## config.mk

```make
export PLATFORM = sky130hd
export DESIGN_NAME = ptwm_ctrl
export DESIGN_NICKNAME = d
export VERILOG_FILES = /design/src/page_table_walk_and_map_top_macros.svh /design/src/ptwm_pkg.sv /design/src/ptwm_ctrl.sv
export SDC_FILE = /design/constraint.sdc
export NUM_CORES = 1
export LEC_CHECK = 0
export BUFFER_PORTS_ARGS = -buffer_cell sky130_fd_sc_hd__buf_2
export CAP_MARGIN = 20
export CORE_MARGIN = 10
export CORE_UTILIZATION = 25
export DETAILED_ROUTE_END_ITERATION = 6
export GPL_TIMING_DRIVEN = 0
export PLACE_DENSITY = 0.51
export SLEW_MARGIN = 20
export SYNTH_ARGS = -nofsm -noshare
export SYNTH_HDL_FRONTEND = slang
export SYNTH_SLANG_ARGS = --single-unit
```

## constraint.sdc

```tcl
create_clock -name clock -period 2.1 [get_ports clock]
set_input_delay 0.105 -clock clock [delete_from_list [all_inputs] [get_ports clock]]
set_output_delay 0.105 -clock clock [all_outputs]
set_load 0.005 [all_outputs]
```

## src/page_table_walk_and_map_top_macros.svh

```systemverilog
// Assertion macros for the page-table walk and map block.
// Used by the top level only; no other dependencies.
`ifndef PAGE_TABLE_WALK_AND_MAP_TOP_MACROS_SVH
`define PAGE_TABLE_WALK_AND_MAP_TOP_MACROS_SVH

// Property that must hold at every edge outside reset.
`define PTW_ASSERT(label, prop, msg) \
   label: assert property (@(posedge clock) disable iff (reset) (prop)) else $error(msg);

// Implication checked at the next edge.
`define PTW_ASSERT_NEXT(label, ante, cons, msg) \
   label: assert property (@(posedge clock) disable iff (reset) (ante) |=> (cons)) \
      else $error(msg);

`endif

```

## src/ptwm_pkg.sv

```systemverilog
// Shared types and constants for the page-table walk and map block.
// No dependencies.
`timescale 1ns / 1ps
package ptwm_pkg;
   localparam int TABLE_FRAMES_DEF = 16;
   localparam int ENTRY_IDX_W = 9;

   localparam logic [1:0] CMD_WRITE = 2'd0;
   localparam logic [1:0] CMD_READ  = 2'd1;
   localparam logic [1:0] CMD_XLATE = 2'd2;
   localparam logic [1:0] CMD_MAP   = 2'd3;

   localparam logic [1:0] ST_OK       = 2'd0;
   localparam logic [1:0] ST_UNMAPPED = 2'd1;
   localparam logic [1:0] ST_NO_SPACE = 2'd2;
   localparam logic [1:0] ST_RANGE    = 2'd3;

   // result value source
   localparam logic [1:0] VAL_ZERO  = 2'd0;
   localparam logic [1:0] VAL_WORD  = 2'd1;
   localparam logic [1:0] VAL_MISS  = 2'd2;
   localparam logic [1:0] VAL_XLATE = 2'd3;

   localparam logic CSR_ROOT = 1'b0;
   localparam logic CSR_FREE = 1'b1;

   localparam logic [63:0] MISS_VALUE = 64'hDEAD;
   localparam logic [63:0] LINK_FLAGS = 64'd7;
   localparam logic [63:0] PAGE_BYTES = 64'd4096;

   typedef enum logic [3:0] {
      S_CLEAR, S_IDLE, S_RD_ISSUE, S_RD_WAIT, S_WALK_RD, S_WALK_CHK,
      S_ZERO, S_LINK, S_LEAF, S_DONE
   } state_type;

   // controller -> datapath
   typedef struct packed {
      logic       load;       // capture request
      logic       clr_step;   // write zero at sweep address
      logic       mem_wr;     // plain word write
      logic       rd_req;     // read word at request address
      logic       walk_rd;    // read entry at current level
      logic       zero_step;  // write zero in new frame
      logic       link;       // write link entry, descend
      logic       descend;    // take existing entry, descend
      logic       leaf_wr;    // write leaf, advance index
      logic       carry_up;   // index overflow: go up a level
      logic       set_lvl0;   // restart walk from root
      logic       xl_next;    // translate: descend
      logic       fin;        // latch result
      logic [1:0] fin_status;
      logic [1:0] fin_val;    // VAL_ZERO, VAL_WORD, VAL_MISS, VAL_XLATE
      logic       csr_root;
      logic       csr_free;
   } cmd_type;

   // datapath -> controller
   typedef struct packed {
      logic       clr_done;
      logic       addr_oor;
      logic [1:0] cmd;
      logic       cnt_zero;
      logic       root_oor;
      logic       entry_zero;
      logic       entry_oor;
      logic       alloc_oor;
      logic       zero_done;
      logic [1:0] lvl;
      logic       idx_over;   // index at current level passed the top
      logic       last_page;
   } stat_type;
endpackage

```

## src/ptwm_ctrl.sv

```systemverilog
// Controller: sequences clearing, word access, translate walk and map run.
// Depends on ptwm_pkg.
`timescale 1ns / 1ps
module ptwm_ctrl (
   input  logic               clock,
   input  logic               reset,
   input  ptwm_pkg::stat_type st,
   output ptwm_pkg::cmd_type  ctl,
   input  logic               req_tvalid,
   output logic               req_tready,
   output logic               rsp_tvalid,
   input  logic               rsp_tready,
   input  logic               csr_we,
   input  logic               csr_index,
   output logic               busy
);
   import ptwm_pkg::*;
   state_type state_ff, state_in;
   logic rsp_ff, rsp_in;

   always_ff @(posedge clock) begin
      if (reset) begin
         state_ff <= S_CLEAR;
         rsp_ff   <= 1'b0;
      end else begin
         state_ff <= state_in;
         rsp_ff   <= rsp_in;
      end
   end

   assign rsp_tvalid = rsp_ff;
   assign busy = (state_ff != S_IDLE) && (state_ff != S_CLEAR);

   // next state and commands
   always_comb begin
      state_in = state_ff;
      ctl = '0;
      ctl.csr_root = csr_we && (csr_index == CSR_ROOT);
      ctl.csr_free = csr_we && (csr_index == CSR_FREE);
      rsp_in = rsp_ff && !rsp_tready;
      req_tready = (state_ff == S_IDLE) && !rsp_ff;
      case (state_ff)
         S_CLEAR: begin
            ctl.clr_step = 1'b1;
            if (st.clr_done) state_in = S_IDLE;
         end
         S_IDLE: begin
            if (req_tvalid && req_tready) begin
               ctl.load = 1'b1;
               state_in = S_RD_ISSUE;
            end
         end
         S_RD_ISSUE: begin
            ctl.set_lvl0 = 1'b1;
            ctl.fin_status = ST_OK;
            state_in = S_DONE;
            case (st.cmd)
               CMD_WRITE, CMD_READ: begin
                  if (st.addr_oor) begin
                     ctl.fin = 1'b1; ctl.fin_status = ST_RANGE;
                  end else if (st.cmd == CMD_WRITE) begin
                     ctl.mem_wr = 1'b1; ctl.fin = 1'b1;
                  end else begin
                     ctl.rd_req = 1'b1; state_in = S_RD_WAIT;
                  end
               end
               default: begin
                  if (st.cmd == CMD_MAP && st.cnt_zero) begin
                     ctl.fin = 1'b1;
                  end else if (st.root_oor) begin
                     ctl.fin = 1'b1; ctl.fin_status = ST_RANGE;
                  end else begin
                     state_in = S_WALK_RD;
                  end
               end
            endcase
         end
         S_RD_WAIT: begin
            ctl.fin = 1'b1; ctl.fin_val = VAL_WORD; ctl.fin_status = ST_OK;
            state_in = S_DONE;
         end
         S_WALK_RD: begin
            if (st.cmd == CMD_MAP && st.idx_over) begin
               if (st.lvl == 2'd0) begin
                  ctl.fin = 1'b1; ctl.fin_status = ST_NO_SPACE;
                  state_in = S_DONE;
               end else begin
                  ctl.carry_up = 1'b1;
               end
            end else if (st.cmd == CMD_MAP && st.lvl == 2'd3) begin
               state_in = S_LEAF;
            end else begin
               ctl.walk_rd = 1'b1;
               state_in = S_WALK_CHK;
            end
         end
         S_WALK_CHK: begin
            state_in = S_WALK_RD;
            if (st.cmd == CMD_XLATE) begin
               if (st.entry_zero) begin
                  ctl.fin = 1'b1; ctl.fin_val = VAL_MISS; ctl.fin_status = ST_UNMAPPED;
                  state_in = S_DONE;
               end else if (st.lvl == 2'd3) begin
                  ctl.fin = 1'b1; ctl.fin_val = VAL_XLATE; ctl.fin_status = ST_OK;
                  state_in = S_DONE;
               end else if (st.entry_oor) begin
                  ctl.fin = 1'b1; ctl.fin_status = ST_RANGE; state_in = S_DONE;
               end else begin
                  ctl.xl_next = 1'b1;
               end
            end else if (st.entry_zero) begin
               if (st.alloc_oor) begin
                  ctl.fin = 1'b1; ctl.fin_status = ST_RANGE; state_in = S_DONE;
               end else begin
                  state_in = S_ZERO;
               end
            end else if (st.entry_oor) begin
               ctl.fin = 1'b1; ctl.fin_status = ST_RANGE; state_in = S_DONE;
            end else begin
               ctl.descend = 1'b1;
            end
         end
         S_ZERO: begin
            ctl.zero_step = 1'b1;
            if (st.zero_done) state_in = S_LINK;
         end
         S_LINK: begin
            ctl.link = 1'b1;
            state_in = S_WALK_RD;
         end
         S_LEAF: begin
            if (st.idx_over) begin
               ctl.carry_up = 1'b1;
               state_in = S_WALK_RD;
            end else begin
               ctl.leaf_wr = 1'b1;
               if (st.last_page) begin
                  ctl.fin = 1'b1; ctl.fin_status = ST_OK; state_in = S_DONE;
               end
            end
         end
         S_DONE: begin
            rsp_in = 1'b1;
            state_in = S_IDLE;
         end
         default: state_in = S_IDLE;
      endcase
   end
endmodule

```

==> flow_summary.ini <==
[route]
remaining_drc_errors = 0
ant_nets = 0
vias = 993
dr.pass1.iters = 4
drt-vias-per-instance = 4.92
totalWireLength_mm = 2.74
drt_iter0_markers = 61
wl_per_cell_um = 13.5

[power_and_ir_drop]
p_sw_uw = 104
p_sw_share_pct = 32.3
power_frac_comb_pct = 34.5
clkPwrFrac_pct = 34.2
ir_worst_vdd_mv = 0.106
power_uw = 322
p_seq_share_pct = 31.3
total_leakage_power_uw = 0.000538
p_int_uw = 218
power.density_mw_per_mm2 = 302

[layout]
layout-drive-gt1-share_pct = 36.7
nets = 179
syn_to_final_growth_pct = 36.8
num_antenna_cells = 0
fill_cells = 346

[clock_tree]
root_buffer = clkbuf_4
cts_setup_buffers = 0
cts_buffers = 3
htreeDepth = 1
cts_resized = 0
cts_tree = built
cts_buffer_depth = 2
clk_pin_slew_ns = 0.04
clk_latency_ns = 0.24
cts_hold_buf = 0
cts.sinks = 5

[global_routing]
use_met1_pct = 11.8
antenna_found_initial = 0
grt_busiest_layer = met2
grt_pass1_wl_mm = 4.61
grt.met2_usage_pct = 17.2
use_met3_pct = 2.08
grt_pass1_vias = 1009
grt_max_degree = 11
track_usage_pct = 10.1
gr-total-overflow = 0

[synthesis]
synth_cells = 113
yosysUniqueCellTypes = 41
seq_area_frac_synth_pct = 12.8
synthesis.nets = 133
ys_seq_elements = 5
synthTopCellsByArea = dfxtp_1, a21oi_1, nand2_1
synth_area_leader_cell = dfxtp_1
synth-edff-count = 0
synth_top_cell_area_share_pct = 12.8
avgSynthCellArea_sq_um = 6.90
async_flop_share_pct = 0
ys.flop_type = dfxtp_1
yosysWarnings = 0
netlist_area_sq_um = 779

[sta]
period_needed_ns = 1.85
rsz0062_at_grt = no
fin_worst_skew_ns = 0.000352
report.final.setup_viol = 0
relSlewSlack_pct = 77.1
drv_slew = 0
post-route-period-util_pct = 87.9
worst_pin_slew_ns = 0.339
tns_ns = 0
max_freq_mhz = 542
hold_violations = 0

[floorplan]
fp.dieW_um = 75.8
io_pins = 42
start_util_pct = 25.7
die_area_sq_mm = 0.00575
die_h_um = 75.8
rows = 20
core_area_sq_mm = 0.00303

[worst_setup_path]
cp.arrival_ns = 1.74
cp.required_ns = 2.00
crit_path_start_kind = flop
cp-end-kind = output pin
path_class = flop to output pin
cp_max_fo = 5

[run]
maxCapViolCount = 0

[status]
status = completed

[placed_design]
gp_congestion = 0.835
io_buffers = 41
dpl.hpwl_mm = 2.32

[worst_hold_path]
min_path_type = input port to flop
-- cells in the mapped netlist (3+ instances only) --
cell type and number:
a21oi_1 11, and3_1 3, buf_2 3, dfxtp_1 5
inv_1 6, nand2_1 13, nand2b_1 7, nand3_1 5
nand3b_1 4, nand4b_1 3, nor2_1 12, nor2b_1 3
o21ai_0 3
-- worst paths after layout --
check	slack, ns	to	cells after the start	start
hold / removal	0.1	state_ff[2]	2	reset
setup reg to reg	0.56	state_ff[2]	5	state_ff[1]
hold reg to reg	0.55	rsp_tvalid	2	rsp_tvalid
setup / recovery	0.25	ctl[4]	5	state_ff[1]
-- final cells by class --
class                           instances  area [sq um]  share of cell area, %
Timing Repair Buffer                   41           205                   19.2
Multi-Input combinational cell         97           623                   58.5
Buffer                                  5          33.8                   3.17
Inverter                                6          22.5                   2.11
Sequential cell                         5           100                   9.39
Clock buffer                            4          26.3                   2.46
Tap cell                               44          55.1                   5.16
-- state kept, by name, indices dropped and copies added (netlist names) --
register    cells
state_ff        4
rsp_tvalid      1
-- cells in the final DEF, fill, tap and decap left out, drive strengths merged, types with 2 or more instances in the layout --
cell / netlist / final
inv: 6 / 6
dfxtp: 5 / 5
nor4b: 2 / 2
and3: 3 / 3
or3: 2 / 2
o21bai: 2 / 2
clkbuf: 0 / 4
nand2: 14 / 14
nor4: 2 / 2
nand3b: 4 / 4
nand2b: 7 / 7
or2: 2 / 2
nand3: 5 / 5
nor2b: 3 / 3
o31ai: 2 / 2
nand4b: 3 / 3
and2: 2 / 2
o21ai: 4 / 4
buf: 5 / 46
nor2: 12 / 12
a21oi: 13 / 13
-- critical path, stage by stage (launching register included) --
cell,delay (ns)
dfxtp_1,0.50
or2b_1,0.33
or2_4,0.29
a21oi_2,0.13
o21bai_1,0.12
buf_2,0.12
-- cell families (layout without fill, tap and decap cells) --
family,Yosys count,after routing,share of synthesized area [%]
flops,5,5,12.8
buf+inv,11,56,7.22
simple gates,67,67,52.8
compound gates,30,30,27.1
-- power by group through the flow --
stage	Sequential (uW)	Clock (uW)	Combinational [uW]
2_1_floorplan	102	0	61.4
3_3_place_gp	102	0	109
3_5_place_dp	102	0	111
4_1_cts	101	112	111
5_1_grt	101	123	126
6_report	101	110	111
-- metrics by stage --
step                      utilization (%)  instances  setup slack (ns)  instance area [sq um]  hold WS, ns
after global placement               34.3        198             0.533                   1040        0.343
after global routing                 35.2        202             0.152                   1070       0.0968
after detailed placement             34.3        198             0.496                   1040        0.343
after CTS                            35.2        202             0.238                   1070       0.0905
final                                35.2        202             0.254                   1070       0.0952
after floorplan                         -        113             0.743                    779        0.167
-- layer usage --
metal | share of wire, % | vias to the layer above | wire length [um]
li1 | - | 507 | -
met1 | 42 | 451 | 1160
met2 | 50 | 33 | 1380
met3 | 6.7 | 2 | 183
met4 | 0.48 | 0 | 13
met5 | 0 | - | 0
(Power assumes the default switching activity.)
